===== src/rtl/aapf_pkg.sv =====
// Shared types and constants for the accelerometer activity, posture and fall block.
// Used by every module in rtl/; depends on nothing.
`timescale 1ns / 1ps
`default_nettype none

package aapf_pkg;

  localparam int unsigned QUEUE_DEPTH = 2;
  localparam int unsigned CFG_IDX_W   = 4;

  // Classifier constants: x thresholds and Q2.16 slope coefficients
  localparam logic signed [15:0] REST_X_LIMIT = 16'sd4918;
  localparam logic signed [15:0] UP_X_LIMIT   = -16'sd5740;
  localparam logic signed [33:0] COEF_K1      = 34'sd91750;
  localparam logic signed [33:0] COEF_K2      = -34'sd46811;

  localparam logic [31:0] STAY_LOW_RST  = 32'd0;
  localparam logic [31:0] STAY_HIGH_RST = 32'd3221225472;
  localparam logic [31:0] FALL_LOW_RST  = 32'd0;
  localparam logic [31:0] FALL_HIGH_RST = 32'd3221225472;

  typedef enum logic [2:0] {
    POSTURE_VERTICAL = 3'd0,
    POSTURE_BACK     = 3'd1,
    POSTURE_LEFT     = 3'd2,
    POSTURE_STOMACH  = 3'd3,
    POSTURE_RIGHT    = 3'd4,
    POSTURE_ACTIVE   = 3'd5
  } posture_e;

  typedef enum logic [CFG_IDX_W-1:0] {
    CFG_STAY_LOW  = 4'd0,
    CFG_STAY_HIGH = 4'd1,
    CFG_FALL_LOW  = 4'd2,
    CFG_FALL_HIGH = 4'd3
  } cfg_idx_e;

  typedef struct packed {
    logic signed [15:0] accel_x;
    logic signed [15:0] accel_y;
    logic signed [15:0] accel_z;
    logic               posture_request;
  } in_t;

  typedef struct packed {
    logic [31:0] magnitude_sq;
    logic        is_active;
    logic [2:0]  posture_code;
    logic        fall_low_seen;
    logic        fall_high_seen;
  } out_t;

  // One classified beat between front and back
  typedef struct packed {
    logic [31:0] magnitude_sq;
    posture_e    cls;
    logic        posture_request;
  } item_t;

  typedef struct packed {
    logic                 en;
    logic [CFG_IDX_W-1:0] idx;
    logic [31:0]          data;
  } cfg_wr_t;

endpackage

`default_nettype wire


===== src/rtl/aapf_front.sv =====
// Front end: accepts raw samples, squares the axes and forms the slope products,
// then sums the magnitude and classifies posture. Depends on aapf_pkg.
`timescale 1ns / 1ps
`default_nettype none

module aapf_front (
  input  wire logic           clk_i,
  input  wire logic           rst_ni,
  input  wire logic           in_valid_i,
  output logic                in_stall_o,
  input  wire aapf_pkg::in_t  in_data_i,
  output logic                push_valid_o,
  input  wire logic           push_ready_i,
  output aapf_pkg::item_t     push_data_o
);
  import aapf_pkg::*;

  // Stage A: products
  logic               a_valid_q;
  logic [30:0]        a_sqx_q, a_sqy_q, a_sqz_q;
  logic signed [33:0] a_p1_q, a_p2_q;
  logic signed [15:0] a_x_q, a_y_q;
  logic               a_req_q;

  // Stage B: classified beat
  logic  b_valid_q;
  item_t b_item_q;

  logic a_adv, b_adv;
  logic signed [31:0] sq_x, sq_y, sq_z;
  logic signed [33:0] p1, p2;

  logic signed [15:0] t1, t2;
  logic [31:0]        mag;
  posture_e           cls;

  function automatic logic signed [15:0] trunc_sat(input logic signed [33:0] p);
    logic signed [33:0] adj;
    logic signed [17:0] q;
    logic signed [15:0] r;
    // toward zero: bias negative products before the shift
    adj = p[33] ? (p + 34'sd65535) : p;
    q   = adj[33:16];
    if (q > 18'sd32767) begin
      r = 16'sh7FFF;
    end else if (q < -18'sd32768) begin
      r = 16'sh8000;
    end else begin
      r = q[15:0];
    end
    return r;
  endfunction

  function automatic posture_e classify(input logic signed [15:0] x,
                                        input logic signed [15:0] y,
                                        input logic signed [15:0] z,
                                        input logic signed [15:0] lim1,
                                        input logic signed [15:0] lim2);
    posture_e r;
    if (x > 16'sd0) begin
      if (x > REST_X_LIMIT) begin
        r = POSTURE_VERTICAL;
      end else if (y < 16'sd0) begin
        r = (z < 16'sd0) ? POSTURE_BACK : POSTURE_LEFT;
      end else begin
        r = (z > 16'sd0) ? POSTURE_STOMACH : POSTURE_RIGHT;
      end
    end else begin
      if (x < UP_X_LIMIT) begin
        r = POSTURE_VERTICAL;
      end else if (y > lim1) begin
        r = (y < lim2) ? POSTURE_BACK : POSTURE_LEFT;
      end else begin
        r = (y > lim2) ? POSTURE_STOMACH : POSTURE_RIGHT;
      end
    end
    return r;
  endfunction

  logic signed [15:0] a_z_q;

  assign b_adv      = !b_valid_q || push_ready_i;
  assign a_adv      = !a_valid_q || b_adv;
  assign in_stall_o = !a_adv;

  always_comb begin
    sq_x = 32'(in_data_i.accel_x) * 32'(in_data_i.accel_x);
    sq_y = 32'(in_data_i.accel_y) * 32'(in_data_i.accel_y);
    sq_z = 32'(in_data_i.accel_z) * 32'(in_data_i.accel_z);
    p1   = 34'(in_data_i.accel_z) * COEF_K1;
    p2   = 34'(in_data_i.accel_z) * COEF_K2;
  end

  always_comb begin
    mag = 32'(a_sqx_q) + 32'(a_sqy_q) + 32'(a_sqz_q);
    t1  = trunc_sat(a_p1_q);
    t2  = trunc_sat(a_p2_q);
    cls = classify(a_x_q, a_y_q, a_z_q, t1, t2);
  end

  always_ff @(posedge clk_i or negedge rst_ni) begin
    if (!rst_ni) begin
      a_valid_q <= 1'b0;
      b_valid_q <= 1'b0;
    end else begin
      if (a_adv) begin
        a_valid_q <= in_valid_i;
      end
      if (b_adv) begin
        b_valid_q <= a_valid_q;
      end
    end
  end

  always_ff @(posedge clk_i) begin
    if (a_adv && in_valid_i) begin
      a_sqx_q <= sq_x[30:0];
      a_sqy_q <= sq_y[30:0];
      a_sqz_q <= sq_z[30:0];
      a_p1_q  <= p1;
      a_p2_q  <= p2;
      a_x_q   <= in_data_i.accel_x;
      a_y_q   <= in_data_i.accel_y;
      a_z_q   <= in_data_i.accel_z;
      a_req_q <= in_data_i.posture_request;
    end
    if (b_adv && a_valid_q) begin
      b_item_q.magnitude_sq    <= mag;
      b_item_q.cls             <= cls;
      b_item_q.posture_request <= a_req_q;
    end
  end

  assign push_valid_o = b_valid_q;
  assign push_data_o  = b_item_q;

endmodule

`default_nettype wire


===== src/rtl/aapf_queue.sv =====
// Short FIFO of classified beats between the front end and the back end.
// Depends on aapf_pkg for the beat type.
`timescale 1ns / 1ps
`default_nettype none

module aapf_queue #(
  parameter int unsigned Depth = aapf_pkg::QUEUE_DEPTH
) (
  input  wire logic            clk_i,
  input  wire logic            rst_ni,
  input  wire logic            push_valid_i,
  output logic                 push_ready_o,
  input  wire aapf_pkg::item_t push_data_i,
  output logic                 pop_valid_o,
  input  wire logic            pop_ready_i,
  output aapf_pkg::item_t      pop_data_o
);
  import aapf_pkg::*;

  localparam int unsigned PtrW = (Depth > 1) ? $clog2(Depth) : 1;
  localparam int unsigned CntW = $clog2(Depth + 1);

  item_t            mem_q [Depth];
  logic [PtrW-1:0]  wr_ptr_q, rd_ptr_q;
  logic [CntW-1:0]  count_q;
  logic             push, pop;

  function automatic logic [PtrW-1:0] ptr_inc(input logic [PtrW-1:0] p);
    return (p == PtrW'(Depth - 1)) ? '0 : p + 1'b1;
  endfunction

  assign push_ready_o = (count_q != CntW'(Depth));
  assign pop_valid_o  = (count_q != '0);
  assign push         = push_valid_i && push_ready_o;
  assign pop          = pop_valid_o && pop_ready_i;
  assign pop_data_o   = mem_q[rd_ptr_q];

  always_ff @(posedge clk_i or negedge rst_ni) begin
    if (!rst_ni) begin
      wr_ptr_q <= '0;
      rd_ptr_q <= '0;
      count_q  <= '0;
    end else begin
      if (push) begin
        wr_ptr_q <= ptr_inc(wr_ptr_q);
      end
      if (pop) begin
        rd_ptr_q <= ptr_inc(rd_ptr_q);
      end
      if (push && !pop) begin
        count_q <= count_q + 1'b1;
      end else if (pop && !push) begin
        count_q <= count_q - 1'b1;
      end
    end
  end

  always_ff @(posedge clk_i) begin
    if (push) begin
      mem_q[wr_ptr_q] <= push_data_i;
    end
  end

endmodule

`default_nettype wire


===== src/rtl/aapf_back.sv =====
// Back end: limit registers, still window test, posture and fall latch state,
// and the output register. Depends on aapf_pkg.
`timescale 1ns / 1ps
`default_nettype none

module aapf_back (
  input  wire logic              clk_i,
  input  wire logic              rst_ni,
  input  wire aapf_pkg::cfg_wr_t cfg_wr_i,
  input  wire logic              pop_valid_i,
  output logic                   pop_ready_o,
  input  wire aapf_pkg::item_t   pop_data_i,
  output logic                   out_valid_o,
  input  wire logic              out_stall_i,
  output aapf_pkg::out_t         out_data_o
);
  import aapf_pkg::*;

  logic [31:0] stay_low_q, stay_high_q, fall_low_q, fall_high_q;
  posture_e    posture_q, posture_d;
  logic        low_q, low_d, high_q, high_d;
  logic        out_valid_q;
  out_t        out_q;
  logic        still, take;
  logic [31:0] mag;

  assign pop_ready_o = !out_valid_q || !out_stall_i;
  assign take        = pop_valid_i && pop_ready_o;
  assign mag         = pop_data_i.magnitude_sq;
  assign still       = (mag >= stay_low_q) && (mag <= stay_high_q);

  always_comb begin
    if (!still) begin
      posture_d = POSTURE_ACTIVE;
    end else if (pop_data_i.posture_request) begin
      posture_d = pop_data_i.cls;
    end else begin
      posture_d = posture_q;
    end
    low_d  = low_q;
    high_d = high_q;
    // low test comes first; a set low latch may then see the impact in the same beat
    if ((mag < fall_low_q) && !low_q) begin
      low_d  = 1'b1;
      high_d = 1'b0;
    end
    if (low_d && (mag > fall_high_q)) begin
      high_d = 1'b1;
      low_d  = 1'b0;
    end
  end

  always_ff @(posedge clk_i or negedge rst_ni) begin
    if (!rst_ni) begin
      stay_low_q  <= STAY_LOW_RST;
      stay_high_q <= STAY_HIGH_RST;
      fall_low_q  <= FALL_LOW_RST;
      fall_high_q <= FALL_HIGH_RST;
    end else if (cfg_wr_i.en) begin
      unique case (cfg_wr_i.idx)
        CFG_STAY_LOW:  stay_low_q  <= cfg_wr_i.data;
        CFG_STAY_HIGH: stay_high_q <= cfg_wr_i.data;
        CFG_FALL_LOW:  fall_low_q  <= cfg_wr_i.data;
        CFG_FALL_HIGH: fall_high_q <= cfg_wr_i.data;
        default: ;
      endcase
    end
  end

  always_ff @(posedge clk_i or negedge rst_ni) begin
    if (!rst_ni) begin
      posture_q   <= POSTURE_ACTIVE;
      low_q       <= 1'b0;
      high_q      <= 1'b0;
      out_valid_q <= 1'b0;
    end else begin
      if (take) begin
        posture_q <= posture_d;
        low_q     <= low_d;
        high_q    <= high_d;
      end
      if (pop_ready_o) begin
        out_valid_q <= pop_valid_i;
      end
    end
  end

  always_ff @(posedge clk_i) begin
    if (take) begin
      out_q.magnitude_sq   <= mag;
      out_q.is_active      <= !still;
      out_q.posture_code   <= posture_d;
      out_q.fall_low_seen  <= low_d;
      out_q.fall_high_seen <= high_d;
    end
  end

  assign out_valid_o = out_valid_q;
  assign out_data_o  = out_q;

endmodule

`default_nettype wire


===== src/rtl/accel_activity_posture_fall.sv =====
// Accelerometer activity, posture and fall latch block: top level.
// Instantiates aapf_front, aapf_queue and aapf_back; depends on aapf_pkg.
//
// Input channel (in_valid_i / in_stall_o / in_data_i): one raw x, y, z sample
// plus a posture request per beat, taken when valid is high and stall is low.
// Output channel (out_valid_o / out_stall_i / out_data_o): one result per
// sample, in order: squared magnitude, activity flag, posture code and the
// two fall latches as they stand after that sample.
// Configuration channel (cfg_valid_i / cfg_ready_o): index 0 stay low limit,
// 1 stay high limit, 2 fall low limit, 3 fall high limit; other indexes are
// dropped. Ready is always high. Write only while the block is idle.
// Throughput is one sample per cycle while the receiver does not stall. A
// taken sample passes the product register, the register for the magnitude
// sum and posture tree on the registered products, the queue and the output
// register, where the limits and latches are applied.
// While the receiver stalls, the output register holds and the queue and the
// front pipeline fill; in_stall_o rises once all of them are full.
// Reset empties the pipeline, loads the limit reset values, sets the posture
// to in activity and clears both fall latches.
`timescale 1ns / 1ps
`default_nettype none

module accel_activity_posture_fall #(
  parameter int unsigned QueueDepth = aapf_pkg::QUEUE_DEPTH
) (
  input  wire logic                           clk_i,
  input  wire logic                           rst_ni,
  input  wire logic                           in_valid_i,
  output logic                                in_stall_o,
  input  wire aapf_pkg::in_t                  in_data_i,
  output logic                                out_valid_o,
  input  wire logic                           out_stall_i,
  output aapf_pkg::out_t                      out_data_o,
  input  wire logic                           cfg_valid_i,
  output logic                                cfg_ready_o,
  input  wire logic [aapf_pkg::CFG_IDX_W-1:0] cfg_index_i,
  input  wire logic [31:0]                    cfg_data_i
);
  import aapf_pkg::*;

  logic    push_valid, push_ready, pop_valid, pop_ready;
  item_t   push_data, pop_data;
  cfg_wr_t cfg_wr;

  assign cfg_ready_o = 1'b1;
  assign cfg_wr      = '{en: cfg_valid_i && cfg_ready_o, idx: cfg_index_i, data: cfg_data_i};

  aapf_front u_front (
    .clk_i        (clk_i),
    .rst_ni       (rst_ni),
    .in_valid_i   (in_valid_i),
    .in_stall_o   (in_stall_o),
    .in_data_i    (in_data_i),
    .push_valid_o (push_valid),
    .push_ready_i (push_ready),
    .push_data_o  (push_data)
  );

  aapf_queue #(
    .Depth (QueueDepth)
  ) u_queue (
    .clk_i        (clk_i),
    .rst_ni       (rst_ni),
    .push_valid_i (push_valid),
    .push_ready_o (push_ready),
    .push_data_i  (push_data),
    .pop_valid_o  (pop_valid),
    .pop_ready_i  (pop_ready),
    .pop_data_o   (pop_data)
  );

  aapf_back u_back (
    .clk_i       (clk_i),
    .rst_ni      (rst_ni),
    .cfg_wr_i    (cfg_wr),
    .pop_valid_i (pop_valid),
    .pop_ready_o (pop_ready),
    .pop_data_i  (pop_data),
    .out_valid_o (out_valid_o),
    .out_stall_i (out_stall_i),
    .out_data_o  (out_data_o)
  );

  // An active sample always reports the in-activity posture
  a_active_posture : assert property (@(posedge clk_i) disable iff (!rst_ni)
    (out_valid_o && out_data_o.is_active) |-> (out_data_o.posture_code == POSTURE_ACTIVE))
    else $error("active result without in-activity posture");

  // Each latch clears the other when it sets
  a_latch_excl : assert property (@(posedge clk_i) disable iff (!rst_ni)
    out_valid_o |-> !(out_data_o.fall_low_seen && out_data_o.fall_high_seen))
    else $error("both fall latches set");

  a_mag_range : assert property (@(posedge clk_i) disable iff (!rst_ni)
    out_valid_o |-> (out_data_o.magnitude_sq <= 32'd3221225472))
    else $error("magnitude out of range");

  // The front may only hold off the sender while it has work in flight
  a_stall_push : assert property (@(posedge clk_i) disable iff (!rst_ni)
    in_stall_o |-> (push_valid && !push_ready))
    else $error("input stalled with room downstream");

endmodule

`default_nettype wire

===== config.mk =====
export PLATFORM = sky130hd
export DESIGN_NAME = accel_activity_posture_fall
export DESIGN_NICKNAME = d
export VERILOG_FILES = /design/src/rtl/aapf_pkg.sv /design/src/rtl/aapf_front.sv /design/src/rtl/aapf_queue.sv /design/src/rtl/aapf_back.sv /design/src/rtl/accel_activity_posture_fall.sv
export SDC_FILE = /design/constraint.sdc
export NUM_CORES = 2
export LEC_CHECK = 0
export BUFFER_PORTS_ARGS = -buffer_cell sky130_fd_sc_hd__buf_2
export CAP_MARGIN = 20
export CORE_AREA = 10 10 234 459
export DETAILED_ROUTE_END_ITERATION = 6
export DIE_AREA = 0 0 244 469
export HOLD_SLACK_MARGIN = 0.08
export PLACE_DENSITY = 0.78
export SLEW_MARGIN = 20
export SYNTH_ARGS = -nofsm -noshare
export SYNTH_HDL_FRONTEND = slang
export SYNTH_HIERARCHICAL = 1
export SYNTH_SLANG_ARGS = --single-unit

===== constraint.sdc =====
create_clock -name clk_i -period 5.3 [get_ports clk_i]
set_input_delay 0 -clock clk_i [delete_from_list [all_inputs] [get_ports clk_i]]
set_output_delay 0 -clock clk_i [all_outputs]
set_load 0.02 [all_outputs]

==> summary.txt <==
Detailed routing
  – Routed wl met2: 92900 um
  – Initial drt markers: 2405
  – Routed wire length: 172000 um
  – Total vias in the final route: 44100
  – Drt wl/cell: 21.7 um
  – DRC viols: 0
  – WL met3: 8160 um
  – DR vias/cell: 5.58
  – DR top layer: met5
  – Detail Route Antenna Nets: 0
  – DRT met1 WL: 51600 um
  – Drt first pass iters: 6

Global route
  – Largest net degree at the start of global routing: 94
  – GRT Total Usage: 0.302
  – Vias in the first global route: 49800
  – First-pass GRT wire length: 265000 um
  – Total global routing overflow: 0
  – Initial antenna violation count: 4

Setup path
  – Worst endpoint required time: 5.62 ns
  – CP endpoint kind: register
  – Kind of critical path: in2reg
  – Crit path DAT: 5.79 ns
  – CP peak stage delay: 0.57 ns
  – Most frequent CP cell: fa_1
  – Crit-path max FO: 6
  – Crit start category: primary input
  – CP max stage cell: xnor2_1
  – CP Cell Sequence: buf_4 > buf_12 > buf_6 > nand2_2 > fa_1 > inv_1 > fa_1 > inv_1 > fa_1 > inv_1 > fa_1 > inv_1 > fa_1 > inv_1 > fa_1 > ha_4 > nand4_1 > nor2_2 > nand3_1 > o21ai_2 > buf_4 > nor2_1 > xnor2_1

STA
  – Tmin final: 5.47 ns
  – Max Slew Vio Count: 0
  – Worst Skew: 0.0136 ns
  – Worst slew margin: 0.249
  – Setup_tns: -0.479 ns
  – Hold Vio Cnt, Final: 0
  – Tcrit/Tclk final: 1.03
  – Setup violators final: 7
  – Fmax: 0.183 GHz
  – Unrepaired setup endpoints after global routing: true
  – Setup ws final: -0.171 ns
  – Worst slew pin tran: 1.13 ns

Outcome
  – Status: finished, violations left
  – Violated checks: negative setup slack

Clocking
  – CTS tree: built
  – Worst-Skew Late Latency: 0.62 ns
  – CTS Buffer Depth: 3
  – H-tree Lvls: 2
  – Clock-pin slew on the worst setup and hold paths: 0.06 ns
  – Total CTS buffers: 44
  – Root Driver: clkbuf_16
  – CTS sink cnt: 485

Synth
  – Share of the synthesized area in the top cell type: 0.313
  – Distinct cells, synth: 101
  – Yosys reg bits: 485
  – Fraction of registers with async set/reset: 0.289
  – Syn. warnings: 6
  – EDFF count, synth: 345
  – Post-Syn Area: 58500 um^2
  – Primary FF master, synth: edfxtp_1
  – Dominant cells by area after synthesis: fa_1, edfxtp_1, ha_1
  – Synthesized area per cell: 10.6 um^2
  – Most frequent cell after synthesis: inv_1
  – Post-Synthesis Cells: 5508
  – Commonest cells post-synth: inv_1, fa_1, ha_1, nand2_1, edfxtp_1
  – Post-synth top area cell: fa_1
  – Sequential share of the synthesized area: 0.237

Layout
  – Non-Filler Instances: 7904
  – Fill cells: 6800
  – Fin nets: 8214
  – Layout cell share with drive strength beyond 1: 0.231
  – Area grow syn2layout: 22.2%

Floorplan
  – Die height: 469 um
  – Core Box Area: 99700 um^2
  – I/O Pins: 131
  – Die Wd: 244 um
  – Initial Util: 0.587
  – Rows: 164
  – Die area: 114000 um^2

Min path
  – Hold Crit Class: in2reg

Placed design
  – Number of I/O port buffers: 129
  – HPWL Detailed: 139000 um
  – Placed insts: 7677
  – Routability cong.: 1.09

Run
  – # Max-Cap Violations: 0
-- repair_timing --
item | 4_1_cts | 5_1_grt
setup buffers | 22 | 38
setup endpoints to repair | 26 | 51
hold buffers | 86 | 0
pin swaps | 106 | 128
resized for setup | 203 | 216
endpoints found under the hold margin | 252 | 0
-- flip-flops by register name (all words and copies together), names as in the netlist, 2 cells and up --
name                 cells
u_front/push_data_o     36
u_front/a_sqx_q         30
u_front/a_y_q           15
u_back/out_data_o       38
u_front/a_p2_q          32
u_back/posture_q         3
u_queue/count_q          2
u_front/a_x_q           15
u_front/a_sqz_q         30
u_back/stay_low_q       32
u_queue/mem_q           72
u_front/a_p1_q          32
u_back/fall_high_q      32
u_back/fall_low_q       32
u_back/stay_high_q      32
u_front/a_sqy_q         30
u_front/a_z_q           14
-- worst max-delay path, delay by kind of cell --
family | cells | cell delay (ns)
fa+ha+maj | 7 | 3.40
buf+inv | 9 | 0.88
simple gates | 5 | 0.67
xor+xnor | 1 | 0.57
compound gates | 1 | 0.24
-- cells in the final DEF, fill, tap and decap left out, drive strengths merged, types with 17 or more instances in the layout --
master       count
a21oi          191
nand2          376
a211oi          20
clkbuf          54
nor3            39
dlygate4sd3     85
nand2b          33
nor2b           30
nor4            18
o21ai          148
inv           1350
and3            24
dfrtp          134
fa             916
nand4           36
nand3           55
clkinv          17
and2           114
nor2           204
xor2            77
ha             669
buf            984
o21a            54
o21bai          28
edfxtp         345
mux2           104
xnor2          161
a21o            84
-- layout make-up --
| type | instances | area [um^2] | share of cell area |
|---|---|---|---|
| Multi-Input combinational cell | 3586 | 40800 | 0.571 |
| Sequential cell | 485 | 13900 | 0.194 |
| Timing Repair Buffer | 1070 | 8630 | 0.121 |
| Inverter | 1352 | 5120 | 0.0716 |
| Tap cell | 1328 | 1660 | 0.0232 |
| Clock buffer | 53 | 1140 | 0.0160 |
| Clock inverter | 28 | 254 | 0.00355 |
| Antenna cell | 2 | 5.00 | 0.0000700 |
-- metrics by stage --
| stage | utilization | worst slack (ns) | cell area, um^2 | hold slack (ns) |
|---|---|---|---|---|
| final | 0.717 | -0.171 | 71500 | 0.118 |
| after global placement | 0.673 | -0.857 | 67100 | 0.0379 |
| after global routing | 0.717 | -0.256 | 71500 | 0.120 |
| after CTS | 0.705 | -0.0584 | 70300 | 0.101 |
| after detailed placement | 0.673 | -0.925 | 67100 | 0.0435 |
| after floorplan | - | -0.408 | 59200 | -0.296 |
-- logic make-up (layout without fill, tap and decap cells) --
logic type | after synthesis | after routing | synth area share
mux | 110 | 110 | 0.0229
compound gates | 668 | 668 | 0.0742
fa+ha+maj | 1586 | 1586 | 0.457
buf+inv | 1439 | 2503 | 0.0934
other cells | 2 | 6 | 0.000128
simple gates | 980 | 980 | 0.0801
flops | 485 | 485 | 0.237
xor+xnor | 238 | 238 | 0.0356
-- worst paths after layout --
kind / from / to / slack, ns / cells after the start
worst max-delay path: in_data_i[4] / u_front/a_sqz_q[23]$_DFFE_PP_ / -0.17 / 23
worst max register to register: u_front/a_sqz_q[0]$_DFFE_PP_ / u_front/push_data_o[1]$_DFFE_PP_ / 0.31 / 18
worst min register to register: u_front/a_req_q$_DFFE_PP_ / u_front/push_data_o[0]$_DFFE_PP_ / 0.43 / 0
max in group asynchronous: rst_ni / u_back/fall_low_q[24]$_DFFE_PN0P_ / 3.78 / 4
worst min-delay path: in_data_i[19] / u_front/a_sqy_q[3]$_DFFE_PP_ / 0.12 / 6
min in group asynchronous: rst_ni / u_back/fall_low_q[9]$_DFFE_PN0P_ / 0.55 / 4
-- layer usage --
metal,vias up,track usage
li1,19600,-
met1,22100,0.273
met2,1551,0.567
met3,788,0.0484
met4,4,0.274
met5,-,0
Power is not shown: default switching activity piles up to over one toggle a cycle in this logic, so the estimate is an artifact.
